<file path="src/rtl/core/ipid_pkg.sv">
// ----------------------------------------------------------------------------
// ipid_pkg
// shared widths and request types of the integer positional pid controller
// ----------------------------------------------------------------------------
package ipid_pkg;

  localparam int unsigned DataW   = 16;  // error, gains, divisor, drive
  localparam int unsigned AccumW  = 32;  // integral
  localparam int unsigned SumW    = 48;  // gain sum, quotient
  localparam int unsigned MacBits = 16;  // gain bits per product
  localparam int unsigned DivSteps = SumW;

  typedef struct packed {
    logic              start;
    logic [DataW-1:0]  gain_p;
    logic [DataW-1:0]  gain_i;
    logic [DataW-1:0]  gain_d;
    logic [DataW-1:0]  err;
    logic [AccumW-1:0] accum;
    logic [DataW-1:0]  deriv;
  } mac_req_t;

  typedef struct packed {
    logic             start;
    logic [SumW-1:0]  num;
    logic [DataW-1:0] den;   // never zero
  } div_req_t;

  typedef struct packed {
    logic busy;
    logic done;
  } unit_sts_t;

endpackage

</file>
<file path="src/rtl/core/ipid_mac.sv">
// ----------------------------------------------------------------------------
// ipid_mac
// shift-add multiply-accumulate: one gain bit per cycle over the three terms
// ----------------------------------------------------------------------------
module ipid_mac
  import ipid_pkg::*;
(
  input  logic                   clk_i,
  input  logic                   rst_ni,
  input  mac_req_t               req_i,
  output unit_sts_t              sts_o,
  output logic signed [SumW-1:0] acc_o
);

  typedef enum logic [1:0] {
    TERM_P,
    TERM_I,
    TERM_D
  } term_e;

  term_e                  term_q;
  logic [3:0]             bit_q;
  logic                   busy_q, done_q;
  logic [DataW-1:0]       gain_q;
  logic [SumW-1:0]        opd_q;
  logic signed [SumW-1:0] acc_q;

  logic [DataW-1:0]       nxt_gain;
  logic [SumW-1:0]        nxt_opd;
  term_e                  nxt_term;
  logic [SumW-1:0]        addend;

  // operands of the term after the current one
  always_comb begin
    nxt_term = TERM_D;
    nxt_gain = req_i.gain_d;
    nxt_opd  = {{(SumW-DataW){req_i.deriv[DataW-1]}}, req_i.deriv};
    case (term_q)
      TERM_P: begin
        nxt_term = TERM_I;
        nxt_gain = req_i.gain_i;
        nxt_opd  = {{(SumW-AccumW){req_i.accum[AccumW-1]}}, req_i.accum};
      end
      TERM_I: begin
        nxt_term = TERM_D;
        nxt_gain = req_i.gain_d;
        nxt_opd  = {{(SumW-DataW){req_i.deriv[DataW-1]}}, req_i.deriv};
      end
      default: begin
        nxt_term = TERM_D;
        nxt_gain = req_i.gain_d;
        nxt_opd  = {{(SumW-DataW){req_i.deriv[DataW-1]}}, req_i.deriv};
      end
    endcase
  end

  assign addend = gain_q[0] ? opd_q : '0;

  always_ff @(posedge clk_i or negedge rst_ni) begin
    if (!rst_ni) begin
      term_q <= TERM_P;
      bit_q  <= '0;
      busy_q <= 1'b0;
      done_q <= 1'b0;
    end else begin
      done_q <= 1'b0;
      if (req_i.start) begin
        term_q <= TERM_P;
        bit_q  <= '0;
        busy_q <= 1'b1;
        gain_q <= req_i.gain_p;
        opd_q  <= {{(SumW-DataW){req_i.err[DataW-1]}}, req_i.err};
        acc_q  <= '0;
      end else if (busy_q) begin
        // top gain bit carries negative weight
        if (bit_q == 4'(MacBits-1)) begin
          acc_q <= acc_q - $signed(addend);
          bit_q <= '0;
          if (term_q == TERM_D) begin
            busy_q <= 1'b0;
            done_q <= 1'b1;
          end else begin
            term_q <= nxt_term;
            gain_q <= nxt_gain;
            opd_q  <= nxt_opd;
          end
        end else begin
          acc_q  <= acc_q + $signed(addend);
          bit_q  <= bit_q + 4'd1;
          gain_q <= {1'b0, gain_q[DataW-1:1]};
          opd_q  <= {opd_q[SumW-2:0], 1'b0};
        end
      end
    end
  end

  assign sts_o.busy = busy_q;
  assign sts_o.done = done_q;
  assign acc_o      = acc_q;

endmodule

</file>
<file path="src/rtl/core/ipid_div.sv">
// ----------------------------------------------------------------------------
// ipid_div
// restoring signed divider, one quotient bit per cycle, truncates toward zero
// ----------------------------------------------------------------------------
module ipid_div
  import ipid_pkg::*;
(
  input  logic                   clk_i,
  input  logic                   rst_ni,
  input  div_req_t               req_i,
  output unit_sts_t              sts_o,
  output logic signed [SumW-1:0] quot_o
);

  typedef enum logic [1:0] {
    D_IDLE,
    D_RUN,
    D_FIX
  } dstate_e;

  dstate_e          state_q;
  logic [5:0]       cnt_q;
  logic             neg_q, done_q;
  logic [SumW-1:0]  n_q;
  logic [DataW-1:0] d_q;
  logic [DataW-1:0] rem_q;
  logic [SumW-1:0]  quot_q;

  logic [DataW:0]   trial;
  logic [DataW+1:0] diff;
  logic             ge;
  logic [SumW-1:0]  num_abs;
  logic [DataW-1:0] den_abs;

  assign num_abs = req_i.num[SumW-1] ? (~req_i.num + 1'b1) : req_i.num;
  assign den_abs = req_i.den[DataW-1] ? (~req_i.den + 1'b1) : req_i.den;

  assign trial = {rem_q, n_q[SumW-1]};
  assign diff  = {1'b0, trial} - {2'b00, d_q};
  assign ge    = ~diff[DataW+1];

  always_ff @(posedge clk_i or negedge rst_ni) begin
    if (!rst_ni) begin
      state_q <= D_IDLE;
      cnt_q   <= '0;
      done_q  <= 1'b0;
    end else begin
      done_q <= 1'b0;
      case (state_q)
        D_IDLE: begin
          if (req_i.start) begin
            n_q     <= num_abs;
            d_q     <= den_abs;
            neg_q   <= req_i.num[SumW-1] ^ req_i.den[DataW-1];
            rem_q   <= '0;
            cnt_q   <= '0;
            state_q <= D_RUN;
          end
        end
        D_RUN: begin
          rem_q <= ge ? diff[DataW-1:0] : trial[DataW-1:0];
          n_q   <= {n_q[SumW-2:0], ge};
          cnt_q <= cnt_q + 6'd1;
          if (cnt_q == 6'(DivSteps-1)) begin
            state_q <= D_FIX;
          end
        end
        D_FIX: begin
          quot_q  <= neg_q ? (~n_q + 1'b1) : n_q;
          done_q  <= 1'b1;
          state_q <= D_IDLE;
        end
        default: begin
          state_q <= D_IDLE;
        end
      endcase
    end
  end

  assign sts_o.busy = (state_q != D_IDLE);
  assign sts_o.done = done_q;
  assign quot_o     = $signed(quot_q);

endmodule

</file>
<file path="src/rtl/core/integer_positional_pid_top.sv">
// ----------------------------------------------------------------------------
// integer_positional_pid_top
// positional integer pid controller with apb register port
// ----------------------------------------------------------------------------
// a compute transaction reaches drive_o after the update state, 48 shift-add
// steps of the shared multiply-accumulate unit, 48 steps of the restoring
// divider, the clamp and the output state; a clear goes from idle to output.
// one transaction is in the sequencer at a time; a new one is taken only in idle.
// reset clears integral and last error and loads the register reset values.
module integer_positional_pid_top
  import ipid_pkg::*;
(
  input  logic        clk_i,
  input  logic        rst_ni,
  input  logic        psel,
  input  logic        penable,
  input  logic        pwrite,
  input  logic [4:0]  paddr,
  input  logic [31:0] pwdata,
  output logic [31:0] prdata,
  output logic        pready,
  input  logic        in_valid_i,
  output logic        in_ready_o,
  input  logic        operation_i,
  input  logic signed [15:0] setpoint_i,
  input  logic signed [15:0] measured_i,
  output logic        out_valid_o,
  input  logic        out_ready_i,
  output logic signed [15:0] drive_o
);

  localparam logic [2:0] RegGainP      = 3'd0;
  localparam logic [2:0] RegGainI      = 3'd1;
  localparam logic [2:0] RegGainD      = 3'd2;
  localparam logic [2:0] RegDivisor    = 3'd3;
  localparam logic [2:0] RegAccumLimit = 3'd4;
  localparam logic [2:0] RegDriveLow   = 3'd5;
  localparam logic [2:0] RegDriveHigh  = 3'd6;

  localparam logic OpClear = 1'b1;

  typedef enum logic [2:0] {
    S_IDLE,
    S_UPD,
    S_MAC,
    S_DIV,
    S_CLAMP,
    S_OUT
  } state_e;

  // configuration registers
  logic signed [DataW-1:0] gain_p_q, gain_i_q, gain_d_q, divisor_q;
  logic signed [DataW-1:0] drive_low_q, drive_high_q;
  logic [30:0]             accum_limit_q;
  logic                    cfg_wr;
  logic [2:0]              cfg_idx;

  assign cfg_wr  = psel & penable & pwrite & pready;
  assign cfg_idx = paddr[4:2];
  assign pready  = 1'b1;

  always_ff @(posedge clk_i or negedge rst_ni) begin
    if (!rst_ni) begin
      gain_p_q      <= '0;
      gain_i_q      <= '0;
      gain_d_q      <= '0;
      divisor_q     <= 16'sd1;
      accum_limit_q <= '0;
      drive_low_q   <= 16'sh8000;
      drive_high_q  <= 16'sh7fff;
    end else if (cfg_wr) begin
      case (cfg_idx)
        RegGainP:      gain_p_q      <= pwdata[15:0];
        RegGainI:      gain_i_q      <= pwdata[15:0];
        RegGainD:      gain_d_q      <= pwdata[15:0];
        RegDivisor:    divisor_q     <= pwdata[15:0];
        RegAccumLimit: accum_limit_q <= pwdata[30:0];
        RegDriveLow:   drive_low_q   <= pwdata[15:0];
        RegDriveHigh:  drive_high_q  <= pwdata[15:0];
        default: ;
      endcase
    end
  end

  always_comb begin
    case (cfg_idx)
      RegGainP:      prdata = 32'(gain_p_q);
      RegGainI:      prdata = 32'(gain_i_q);
      RegGainD:      prdata = 32'(gain_d_q);
      RegDivisor:    prdata = 32'(divisor_q);
      RegAccumLimit: prdata = {1'b0, accum_limit_q};
      RegDriveLow:   prdata = 32'(drive_low_q);
      RegDriveHigh:  prdata = 32'(drive_high_q);
      default:       prdata = '0;
    endcase
  end

  // controller state and sequencer
  state_e                   state_q;
  logic signed [AccumW-1:0] accum_q;
  logic signed [DataW-1:0]  prev_q, err_q, deriv_q, res_q, drive_q;
  logic                     out_valid_q, mac_start_q, div_start_q;

  logic signed [AccumW:0]   acc_sum, lim, nlim, acc_clamped;
  logic signed [SumW-1:0]   quot, lo_x, hi_x;
  logic signed [SumW-1:0]   mac_acc;
  logic signed [DataW-1:0]  clamp_res;
  mac_req_t                 mac_req;
  div_req_t                 div_req;
  unit_sts_t                mac_sts, div_sts;

  assign acc_sum = {accum_q[AccumW-1], accum_q} + {{(AccumW-DataW+1){err_q[DataW-1]}}, err_q};
  assign lim     = {2'b00, accum_limit_q};
  assign nlim    = -lim;

  always_comb begin
    if (acc_sum < nlim) begin
      acc_clamped = nlim;
    end else if (acc_sum > lim) begin
      acc_clamped = lim;
    end else begin
      acc_clamped = acc_sum;
    end
  end

  assign lo_x = {{(SumW-DataW){drive_low_q[DataW-1]}}, drive_low_q};
  assign hi_x = {{(SumW-DataW){drive_high_q[DataW-1]}}, drive_high_q};

  always_comb begin
    if (quot < lo_x) begin
      clamp_res = drive_low_q;
    end else if (quot > hi_x) begin
      clamp_res = drive_high_q;
    end else begin
      clamp_res = quot[DataW-1:0];
    end
  end

  assign mac_req.start  = mac_start_q;
  assign mac_req.gain_p = gain_p_q;
  assign mac_req.gain_i = gain_i_q;
  assign mac_req.gain_d = gain_d_q;
  assign mac_req.err    = err_q;
  assign mac_req.accum  = accum_q;
  assign mac_req.deriv  = deriv_q;

  assign div_req.start = div_start_q;
  assign div_req.num   = mac_acc;
  assign div_req.den   = (divisor_q == '0) ? 16'sd1 : divisor_q;

  ipid_mac u_mac (
    .clk_i  (clk_i),
    .rst_ni (rst_ni),
    .req_i  (mac_req),
    .sts_o  (mac_sts),
    .acc_o  (mac_acc)
  );

  ipid_div u_div (
    .clk_i  (clk_i),
    .rst_ni (rst_ni),
    .req_i  (div_req),
    .sts_o  (div_sts),
    .quot_o (quot)
  );

  always_ff @(posedge clk_i or negedge rst_ni) begin
    if (!rst_ni) begin
      state_q     <= S_IDLE;
      accum_q     <= '0;
      prev_q      <= '0;
      out_valid_q <= 1'b0;
      mac_start_q <= 1'b0;
      div_start_q <= 1'b0;
    end else begin
      mac_start_q <= 1'b0;
      div_start_q <= 1'b0;
      // in S_OUT the result register is handled below
      if (out_ready_i && state_q != S_OUT) begin
        out_valid_q <= 1'b0;
      end
      case (state_q)
        S_IDLE: begin
          if (in_valid_i) begin
            if (operation_i == OpClear) begin
              accum_q <= '0;
              prev_q  <= '0;
              res_q   <= '0;
              state_q <= S_OUT;
            end else begin
              err_q   <= setpoint_i - measured_i;
              state_q <= S_UPD;
            end
          end
        end
        S_UPD: begin
          accum_q     <= acc_clamped[AccumW-1:0];
          deriv_q     <= err_q - prev_q;
          prev_q      <= err_q;
          mac_start_q <= 1'b1;
          state_q     <= S_MAC;
        end
        S_MAC: begin
          if (mac_sts.done) begin
            div_start_q <= 1'b1;
            state_q     <= S_DIV;
          end
        end
        S_DIV: begin
          if (div_sts.done) begin
            state_q <= S_CLAMP;
          end
        end
        S_CLAMP: begin
          res_q   <= clamp_res;
          state_q <= S_OUT;
        end
        S_OUT: begin
          // result register frees up when its transaction is taken
          if (!out_valid_q || out_ready_i) begin
            drive_q     <= res_q;
            out_valid_q <= 1'b1;
            state_q     <= S_IDLE;
          end
        end
        default: begin
          state_q <= S_IDLE;
        end
      endcase
    end
  end

  assign in_ready_o  = (state_q == S_IDLE);
  assign out_valid_o = out_valid_q;
  assign drive_o     = drive_q;

  // assertions
  a_clear_zeroes_state: assert property (@(posedge clk_i) disable iff (!rst_ni)
    (in_valid_i && in_ready_o && operation_i == OpClear) |=>
      (accum_q == '0 && prev_q == '0))
    else $error("clear transaction left integral or last error non-zero");

  a_accum_in_limit: assert property (@(posedge clk_i) disable iff (!rst_ni)
    (state_q == S_MAC && mac_start_q) |->
      ($signed({accum_q[AccumW-1], accum_q}) <= lim &&
       $signed({accum_q[AccumW-1], accum_q}) >= nlim))
    else $error("integral outside its limit after update");

  a_units_exclusive: assert property (@(posedge clk_i) disable iff (!rst_ni)
    !(mac_sts.busy && div_sts.busy))
    else $error("multiplier and divider busy together");

  a_drive_in_bounds: assert property (@(posedge clk_i) disable iff (!rst_ni)
    (state_q == S_CLAMP && drive_low_q <= drive_high_q) |=>
      (res_q >= drive_low_q && res_q <= drive_high_q))
    else $error("clamped drive outside its bounds");

endmodule

</file>
<file path="config.mk">
export PLATFORM = sky130hd
export DESIGN_NAME = integer_positional_pid_top
export DESIGN_NICKNAME = d
export VERILOG_FILES = /design/src/rtl/core/ipid_pkg.sv /design/src/rtl/core/ipid_mac.sv /design/src/rtl/core/ipid_div.sv /design/src/rtl/core/integer_positional_pid_top.sv
export SDC_FILE = /design/constraint.sdc
export NUM_CORES = 1
export LEC_CHECK = 0
export BUFFER_PORTS_ARGS = -buffer_cell sky130_fd_sc_hd__buf_2
export CORE_UTILIZATION = 32
export DETAILED_ROUTE_END_ITERATION = 10
export GPL_TIMING_DRIVEN = 1
export PLACE_DENSITY = 0.46
export SLEW_MARGIN = 5
export SYNTH_ARGS = -nofsm -noshare
export SYNTH_HDL_FRONTEND = slang
export SYNTH_SLANG_ARGS = --single-unit
</file>
<file path="constraint.sdc">
create_clock -name clk_i -period 9 [get_ports clk_i]
set_input_delay 1.35 -clock clk_i [delete_from_list [all_inputs] [get_ports clk_i]]
set_output_delay 1.35 -clock clk_i [all_outputs]
set_load 0.1 [all_outputs]
</file>
# After elaboration in Yosys (flattened, before gate mapping)
# Cells that the tools add are included.
[op_classes]
addsub = 12
n_lt_le_gt_ge = 4
n_eq_ne = 26
muxes = 68
n_bitwise = 8
n_reduce_logical = 33
[ops]
columns = ["operator", "count"]
rows = [
  ["$mux W48", 11],
  ["$pmux W32 S7", 1],
  ["$mux W16", 12],
  ["$mux W32", 4],
  ["$add A48 B1 Y48 const B", 2],
  ["$not A48 Y48", 2],
  ["$pmux W16 S2", 3],
  ["$pmux W48 S2", 1],
  ["$pmux W32 S2", 1],
  ["$add A48 B48 Y48", 1],
  ["$gt A48 B16 Y1", 1],
  ["$lt A48 B16 Y1", 1],
  ["$sub A48 B48 Y48", 1],
  ["$add A32 B16 Y33", 1],
  ["$gt A33 B32 Y1", 1],
  ["$lt A33 B33 Y1", 1],
  ["$neg A31 Y33", 1],
  ["$sub A16 B16 Y16", 2],
  ["$reduce_and A2 Y1", 11],
  ["$pmux W3 S6", 1],
  ["$reduce_and A3 Y1", 6],
  ["$sub A17 B16 Y18", 1],
  ["$add A16 B1 Y16 const B", 1],
  ["$logic_not A16 Y1", 1],
  ["other kinds (31)", 83],
]
[totals]
reg_bits = 503
input_bits = 77
word_cells = 184

# Logic depth before layout (Yosys ltp)
# Gate-level depths: netlist (run 1).
[logic_depth]
depth_word = 6
mapped_depth = 24

# Hierarchy
# Synthesis (run 1) repeated with hierarchy kept, for this count alone.
[hier_totals]
cells_unflattened = 3872
hier_area_um2 = 36102.1
[by_module_without_submodules]
columns = ["mod", "n_inst", "cells_per_inst", "area_per_inst_um2"]
rows = [
  ["integer_positional_pid_top", 1, 1810, 17608.1],
  ["ipid_mac", 1, 1244, 10082.2],
  ["ipid_div", 1, 818, 8411.8],
]

# Worst setup path before layout (run 1)
# OpenSTA, ideal clock, no wires.
[synth_path]
path_type = "in2out"
from = "input paddr[2]"
to = "output prdata[14]"
arrival_time_ns = 4.829
setup_slack_ns = 2.821
stages = 6
n_path_buf = 4
cell_sequence = "clkbuf_1 -> buf_1 -> clkbuf_1 -> clkbuf_1 -> a22oi_1 -> o21ai_0"
[synth_via]
elab_chain_len = 2
word_cells_on_any_way = 8
cone_classes = "eq/ne (6); mux (1); reduce/logical (1)"
[synth_lines]
columns = ["item", "line_no", "source"]
rows = [
  ["start, declared", "integer_positional_pid_top.sv:18", "input logic [4:0] paddr,"],
  ["$eq A3 B3 Y1 (tied with other cells)", "integer_positional_pid_top.sv:86", "case (cfg_idx)"],
  ["$pmux W32 S7 *", "integer_positional_pid_top.sv:86", ""],
  ["end, declared", "integer_positional_pid_top.sv:20", "output logic [31:0] prdata,"],
]
# Mark *: on every way between the ends. The rest lies on a longest branch, timed or not.

# Worst setup path in the final report (run 1)
[layout_path]
from = "register err_q[0]"
to = "register accum_q[0]"
[layout_via]
elab_chain_len = 5
word_cells_on_any_way = 6
cone_classes = "add/sub (1); order compare (2); mux (3)"
[layout_lines]
columns = ["item", "line_no", "source"]
rows = [
  ["start, declared", "integer_positional_pid_top.sv:101", "logic signed [DataW-1:0] prev_q, err_q, deriv_q, res_q, drive_q;"],
  ["start signal, assigned", "integer_positional_pid_top.sv:191", "err_q <= setpoint_i - measured_i;"],
  ["$add A32 B16 Y33 *", "integer_positional_pid_top.sv:112", "assign acc_sum = {accum_q[AccumW-1], accum_q} + {{(AccumW-DataW+1){err_q[DataW-1]}}, err_q};"],
  ["$gt A33 B32 Y1", "integer_positional_pid_top.sv:119", "end else if (acc_sum > lim) begin"],
  ["$mux W32", "integer_positional_pid_top.sv:119", ""],
  ["$mux W32 *", "integer_positional_pid_top.sv:117", "if (acc_sum < nlim) begin"],
  ["$pmux W32 S2 *", "integer_positional_pid_top.sv:182", "case (state_q)"],
  ["end signal, assigned", "integer_positional_pid_top.sv:197", "accum_q <= acc_clamped[AccumW-1:0];"],
  ["end, declared", "integer_positional_pid_top.sv:100", "logic signed [AccumW-1:0] accum_q;"],
]
# Marked as above.
# A chain may end at the register's enable or synchronous reset.

==> results of run 1 <==
-- power groups by stage --
stage / clock (W) / sequential (W) / combinational [W]
finish: 0.00264 / 0.00397 / 0.00666
global route: 0.00280 / 0.00405 / 0.00756
CTS: 0.00273 / 0.00397 / 0.00669
detailed placement: 0 / 0.00401 / 0.00666
global placement: 0 / 0.00400 / 0.00663
floorplan: 0 / 0.00369 / 0.00525
-- cell usage after synthesis, types with 23 or more instances --
| library cell | number | area [um^2] |
|---|---|---|
| a21o_1 | 102 | 766 |
| a21oi_1 | 300 | 1500 |
| a22o_1 | 24 | 210 |
| clkbuf_1 | 160 | 601 |
| dfrtp_1 | 181 | 4530 |
| edfxtp_1 | 305 | 9160 |
| ha_1 | 290 | 3630 |
| inv_1 | 184 | 691 |
| mux2_2 | 77 | 867 |
| mux2i_1 | 53 | 531 |
| nand2_1 | 440 | 1650 |
| nand2b_1 | 27 | 169 |
| nand3_1 | 75 | 375 |
| nand4_1 | 42 | 263 |
| nor2_1 | 285 | 1070 |
| nor2b_1 | 31 | 194 |
| nor3_1 | 75 | 375 |
| nor4_1 | 23 | 144 |
| o21a_1 | 35 | 263 |
| o21ai_0 | 326 | 1630 |
| o21bai_1 | 23 | 173 |
| o221ai_1 | 36 | 315 |
| o31ai_1 | 70 | 526 |
| or3_1 | 25 | 156 |
| xnor2_1 | 174 | 1520 |
| xor2_1 | 96 | 841 |
-- through the flow --
stage	hold slack [ns]	total power [W]	worst slack, ns
final	0.416	0.0133	2.55
after global routing	0.432	0.0144	2.04
after global placement	0.402	0.0106	2.55
after floorplan	0.400	0.00894	2.82
after CTS	0.416	0.0134	2.60
after detailed placement	0.405	0.0107	2.56
-- worst paths after layout --
kind / depth (start not counted) / end / from
worst max register to register: 23 / accum_q[0] / err_q[0]
worst max-delay path: 23 / accum_q[0] / err_q[0]
worst min register to register: 0 / drive_o[8] / res_q[8]
max in group asynchronous: 3 / divisor_q[9] / rst_ni
min in group asynchronous: 1 / u_mac.done_q / rst_ni
worst min-delay path: 0 / drive_o[8] / res_q[8]
-- layer usage --
metal | vias up | part of all wire | track usage
met5 | - | 0.000085 | 0
met4 | 2 | 0.030 | 0.0566
met3 | 130 | 0.037 | 0.0234
met2 | 527 | 0.44 | 0.294
met1 | 13600 | 0.49 | 0.266
li1 | 14300 | - | -
-- sequential cells by signal, indices dropped and copies added (netlist names), 31 cells and up --
register / flops
u_div.n_q: 48
accum_q: 32
accum_limit_q: 31
u_div.quot_o: 48
u_mac.acc_o: 48
u_mac.opd_q: 48
-- worst max-delay path: stages (launching register included) --
cell and delay (ns):
edfxtp_1 0.45, ha_1 0.23, inv_1 0.06, fa_1 0.41, nor2b_1 0.11, o21ai_0 0.11, a21o_1 0.20, a21oi_1 0.42
o21ai_0 0.25, nor2_1 0.31, a31oi_1 0.16, xnor2_1 0.35, ha_1 0.33, a21o_1 0.19, a21o_1 0.17, a21oi_1 0.21
o21ai_0 0.18, nor4_1 0.38, o21bai_1 0.16, o221ai_4 0.74, buf_4 0.47, nand2_1 0.11, mux2i_1 0.17, a22o_1 0.18
-- area by class of cell --
type | instances | share of cell area
Clock buffer | 85 | 0.0456
Sequential cell | 503 | 0.353
Timing Repair Buffer | 170 | 0.0248
Multi-Input combinational cell | 2974 | 0.505
Inverter | 186 | 0.0174
Tap cell | 1476 | 0.0461
Clock inverter | 39 | 0.00794
Antenna cell | 2 | 0.000125
-- logic make-up (layout without fill, tap and decap cells) --
group	count (synthesis)	in the layout	synth area share
AO/OA/AOI/OAI	1141	1141	0.205
AND/OR/NAND/NOR	1135	1135	0.148
flip-flops	503	503	0.397
buffers and inverters	365	480	0.0386
adder cells (fa/ha/maj)	295	295	0.105
XOR/XNOR	270	270	0.0665
multiplexers	132	132	0.0405
other	1	3	0.000105
==> reports/summary.txt, run 1 <==
Status: finished, final reports clean
Post-route ant nets: 0
Seq pwr share: 0.299
Root Buffer Master: clkbuf_16
All-Layer GR Usage: 0.187
Final Core Density: 0.365
Total grt overflow: 0
Layout Skew: 0.0267 ns
Initial core utilization: 0.325
Drt total wl: 106,000 um
Fraction of the yosys area taken by sequential cells: 0.397
CTS tree: done
P_sw: 0.00575 W
Crit path required time: 9.52 ns
Max Freq: 155 MHz
Core area: 110,000 um^2
Maximum vdd drop: 0.183 mV
RSZ-0062 raised after global routing: false
Syn Inst Count: 3,842
Die Area: 113,000 um^2
Die X: 335 um
Clock Power Share: 0.199
Fraction of registers with async set or reset after synthesis: 0.394
FF+latch area: 14,100 um^2
GPL Wtd Cong: 0.899
Die Y-Extent: 335 um
Non-Filler Instances: 5,435
Leak: 16.3 nW
Post-synthesis cell area: 35,600 um^2
Multi-input gate area: 20,200 um^2
Critical path peak fanout: 33
Vias in the first global route: 27,500
Nets: 4,275
CTS Buffer Depth: 3
Yosys warning count: 0
Vias: 28,500
Post-synth top flop: edfxtp_1
PortBufs: 123
Synth unique cells: 85
Synthesized Nets: 4,214
Hold Path Class: reg2reg
EDFF count, synth: 305
HPWL after DPL: 79,000 um
H-tree levels: 3
Commonest non-fill, non-tap cell in the layout: nand2_1
Most frequent cells in the layout: nand2_1 (440), o21ai_0 (325), edfxtp_1 (305)
Final number of hold-violating endpoints: 0
Reg-to-reg slack, setup: 2.55 ns
First drt pass iteration count: 5
Antenna violations before repair: 5
P per Cell Area: 332 nW/um^2
Max-slew violations: 0
Placed Area: 37,900 um^2
Max Cap Violations: 0
DR vias/cell: 5.25
Io pins: 128
Largest net degree at the start of global routing: 145
Switching Share: 0.433
# rows: 121
Kind of critical path: reg2reg
WP data arrival: 6.97 ns
Hold buffers post-CTS: 0
Worst-Margin Slew: 1.18 ns
Layout fillers: 11,300
Layout area overhead: 12.5%
Crit path capture type: register
Detailed router's first-iteration violation count: 2,013
Startpoint Class: register
DRC viols: 0
Wire length per cell: 19.5 um
Num Clock Sinks: 503
Slew HR: 0.212
Num CTS Buffers: 68
Seq cells post-synth: 503
Cts repair resizes: 0
Tcrit/Tclk final: 0.717
Min Tclk post-route: 6.45 ns
Setup tns final: 0 ns
Final setup fails: 0
Inst Count DP: 5,309
Comb pwr share: 0.502
Later-pin clock latency in the skew report: 0.63 ns
Final instance area: 40,000 um^2
Share of cells above drive strength 1: 0.109
Int Pwr: 0.00752 W
Clock slew at reported path FFs: 0.06 ns
Postcts setup bufs: 0
Avg Cell Area, Syn: 9.26 um^2
First-pass GRT wire length: 165,000 um
Note: power is estimated with default switching activity, not from simulation.
==> inputs of run 2 (changes only) <==
--- a/config.mk
+++ b/config.mk
@@ -5,6 +5,7 @@
 export SDC_FILE = /design/constraint.sdc
 export NUM_CORES = 1
 export LEC_CHECK = 0
+export ABC_AREA = 1
 export BUFFER_PORTS_ARGS = -buffer_cell sky130_fd_sc_hd__buf_2
 export CORE_UTILIZATION = 32
 export DETAILED_ROUTE_END_ITERATION = 10
==> constraint.sdc (replaced) <==
create_clock -name clk_i -period 6 [get_ports clk_i]
set_input_delay 0.9 -clock clk_i [delete_from_list [all_inputs] [get_ports clk_i]]
set_output_delay 0.9 -clock clk_i [all_outputs]
set_load 0.1 [all_outputs]
==> run 2 against run 1 <==
  * Utilization shrank 0.086 points
  * Clock skew rose by 0.012 ns
  * Clock-buffer cell count rose by 4
  * Critical path depth grew 3
  * Non-clock buffer count down 2
  * Global-route usage up 1.4 points
  * Critical path type unchanged
==> reports/summary.txt, run 2 <==
Leak: 18.9 nW (was 16.3 nW)
Postcts setup bufs: 0 (unchanged)
Max Freq: 198 MHz (was 155 MHz)
Most frequent CP cell: nand2_1
Clock slew at reported path FFs: 0.06 ns (about the same)
First drt pass iteration count: 5 (unchanged)
Crit path buffers/inverters: 4 (was 2)
HPWL after DPL: 92,100 um (was 79,000 um)
CTS Buffer Depth: 3 (unchanged)
Antenna violations before repair: 3 (was 5)
Final setup fails: 0 (unchanged)
Slew HR: 0.225 (was 0.212)
Wire length per cell: 18.4 um (was 19.5 um)
# rows: 124 (was 121)
Tcrit/Tclk final: 0.841 (was 0.717)
Largest net degree at the start of global routing: 168 (was 145)
Post-synthesis cell area: 37,200 um^2 (was 35,600 um^2)
Vias in the first global route: 31,700 (was 27,500)
Final number of hold-violating endpoints: 0 (unchanged)
CTS tree: done (unchanged)
Worst-Margin Slew: 1.16 ns (was 1.18 ns)
Max Cap Violations: 0 (unchanged)
Top-area cell type share of the netlist area: 0.246 (was 0.257)
Crit path required time: 6.51 ns (was 9.52 ns)
Commonest non-fill, non-tap cell in the layout: nand2_1 (unchanged)
Largest area contributor in the netlist: edfxtp_1 (unchanged)
Yosys warning count: 0 (unchanged)
Critical path peak fanout: 25 (was 33)
Post-route ant nets: 0 (unchanged)
Fraction of registers with async set or reset after synthesis: 0.394 (unchanged)
Reg-to-reg slack, setup: 0.95 ns (was 2.55 ns)
Drt total wl: 119,000 um (was 106,000 um)
Status: finished, final reports clean (unchanged)
Most common cell in the netlist: nand2_1 (unchanged)
Layout Skew: 0.0387 ns (was 0.0267 ns)
Cts repair resizes: 0 (unchanged)
Hold Path Class: in2async (was reg2reg)
Final hold slack: 0.189 ns (was 0.416 ns)
Min Tclk post-route: 5.05 ns (was 6.45 ns)
Fraction of the yosys area taken by sequential cells: 0.380 (was 0.397)
Setup tns final: 0 ns (unchanged)
Synth unique cells: 65 (was 85)
DR vias/cell: 5.00 (was 5.25)
Total grt overflow: 0 (unchanged)
Startpoint Class: register (unchanged)
Kind of cell adding the most delay to the critical path: simple AND/OR/NAND/NOR gates (was compound AO/OA/AOI/OAI gates)
PortBufs: 123 (unchanged)
All-Layer GR Usage: 0.201 (was 0.187)
WP data arrival: 5.55 ns (was 6.97 ns)
Later-pin clock latency in the skew report: 0.65 ns (was 0.63 ns)
Vias: 32,300 (was 28,500)
Share of cells above drive strength 1: 0.0788 (was 0.109)
Critical path's largest stage delay: 0.43 ns (was 0.74 ns)
Initial core utilization: 0.324 (was 0.325)
RSZ-0062 raised after global routing: false (unchanged)
Die Area: 118,000 um^2 (was 113,000 um^2)
Num Clock Sinks: 503 (unchanged)
DRC viols: 0 (unchanged)
Num CTS Buffers: 67 (was 68)
First-pass GRT wire length: 185,000 um (was 165,000 um)
R2r startpoint: accum_limit_q[0] (was err_q[0])
Syn Inst Count: 4,791 (was 3,842)
Area contributors post-synth: edfxtp_1 (25%), dfrtp_1 (12%), nand2_1 (9.8%) (was edfxtp_1 (26%), dfrtp_1 (13%), ha_1 (10%))
Layout area overhead: 12.5% (about the same)
Root Buffer Master: clkbuf_16 (unchanged)
Post-synth top flop: edfxtp_1 (unchanged)
Io pins: 128 (unchanged)
Most frequent cells in the layout: nand2_1 (974), inv_1 (586), o21ai_0 (429) (was nand2_1 (440), o21ai_0 (325), edfxtp_1 (305))
Most frequent cells after synthesis: nand2_1 (974), inv_1 (586), o21ai_0 (429) (was nand2_1 (440), o21ai_0 (326), edfxtp_1 (305))
Kind of critical path: reg2reg (unchanged)
Maximum vdd drop: 0.477 mV (was 0.183 mV)
Max-slew violations: 0 (unchanged)
GPL Wtd Cong: 0.910 (was 0.899)
P per Cell Area: 507 nW/um^2 (was 332 nW/um^2)
Reg-to-reg endpoint: accum_q[23] (was accum_q[0])
Core area: 115,000 um^2 (was 110,000 um^2)
Die X: 343 um (was 335 um)
Crit path capture type: register (unchanged)
Reg2reg path depth: 26 (was 23)
Detailed router's first-iteration violation count: 2,322 (was 2,013)
CP max stage cell: dfrtp_1 (was o221ai_4)
Die Y-Extent: 343 um (was 335 um)
Hold buffers post-CTS: 0 (unchanged)
Final Core Density: 0.364 (was 0.365)
EDFF count, synth: 305 (unchanged)
Seq cells post-synth: 503 (unchanged)
Nets: 5,253 (was 4,275)
Avg Cell Area, Syn: 7.76 um^2 (was 9.26 um^2)
Synthesized Nets: 5,163 (was 4,214)
H-tree levels: 3 (unchanged)
==> run 2: worst max path at each step <==
stage | startpoint | end | slack, ns | depth (start not counted)
4_1_cts | accum_limit_q[0] | accum_q[23] | 1.02 | 26
2_1_floorplan | rst_ni | u_div.quot_o[0] | 1.20 | 2
6_report | accum_limit_q[0] | accum_q[23] | 0.95 | 26
5_1_grt | accum_limit_q[0] | accum_q[23] | 0.60 | 26
3_3_place_gp | err_q[15] | accum_q[23] | 1.10 | 23
3_5_place_dp | accum_limit_q[0] | accum_q[23] | 1.07 | 26
==> run 2: power by group <==
part	total [W]	internal [W]	switching [W]
clock network	0.00427	0.00258	0.00169
logic	0.0112	0.00371	0.00753
registers	0.00571	0.00488	0.000829
total	0.0212	0.0112	0.0100
==> run 2: final cells by class <==
cell class / instances / area [um^2]
sequential: 503 / 14100
tap: 1512 / 1890
antenna: 2 / 5.00
timing repair buffer: 168 / 988
clock buffer: 89 / 1890
fill: 12100 / 73000
inverter: 612 / 2300
clock inverter: 34 / 458
multi-input combinational: 3529 / 20200
==> run 2: metrics by stage <==
step	setup slack, ns	instance area [um^2]	std cells	total power (W)
floorplan	1.20	37200	4791	0.0139
global placement	1.10	39500	6324	0.0169
detailed placement	1.07	39500	6324	0.0170
CTS	1.02	41800	6447	0.0213
global route	0.598	41800	6447	0.0231
finish	0.953	41800	6449	0.0212
==> run 2: cells by family after synthesis <==
family,after synthesis,share of synthesized area
and+or+nand+nor,1864,0.214
xor gates and xnor gates,255,0.0606
other,1,0.000101
buffers and inverters,759,0.0796
adders and majority gates,295,0.100
DFF,503,0.380
AOI/OAI and AO/OA,1114,0.166
==> run 2: worst reg2reg max path: cells and delay by family (launching register included) <==
kind            cells  cell delay [ns]
compound gates      1             0.12
fa+ha+maj           2             0.42
buf+inv             4             0.93
flops               1             0.43
simple gates       19             3.02
==> run 2: per-layer routing <==
layer / up-vias / global-route usage / wire length (um)
li1: 16400 / - / -
met1: 15000 / 0.286 / 57900
met2: 639 / 0.319 / 52600
met3: 154 / 0.0238 / 4920
met4: 0 / 0.0575 / 3130
met5: - / 0 / 0
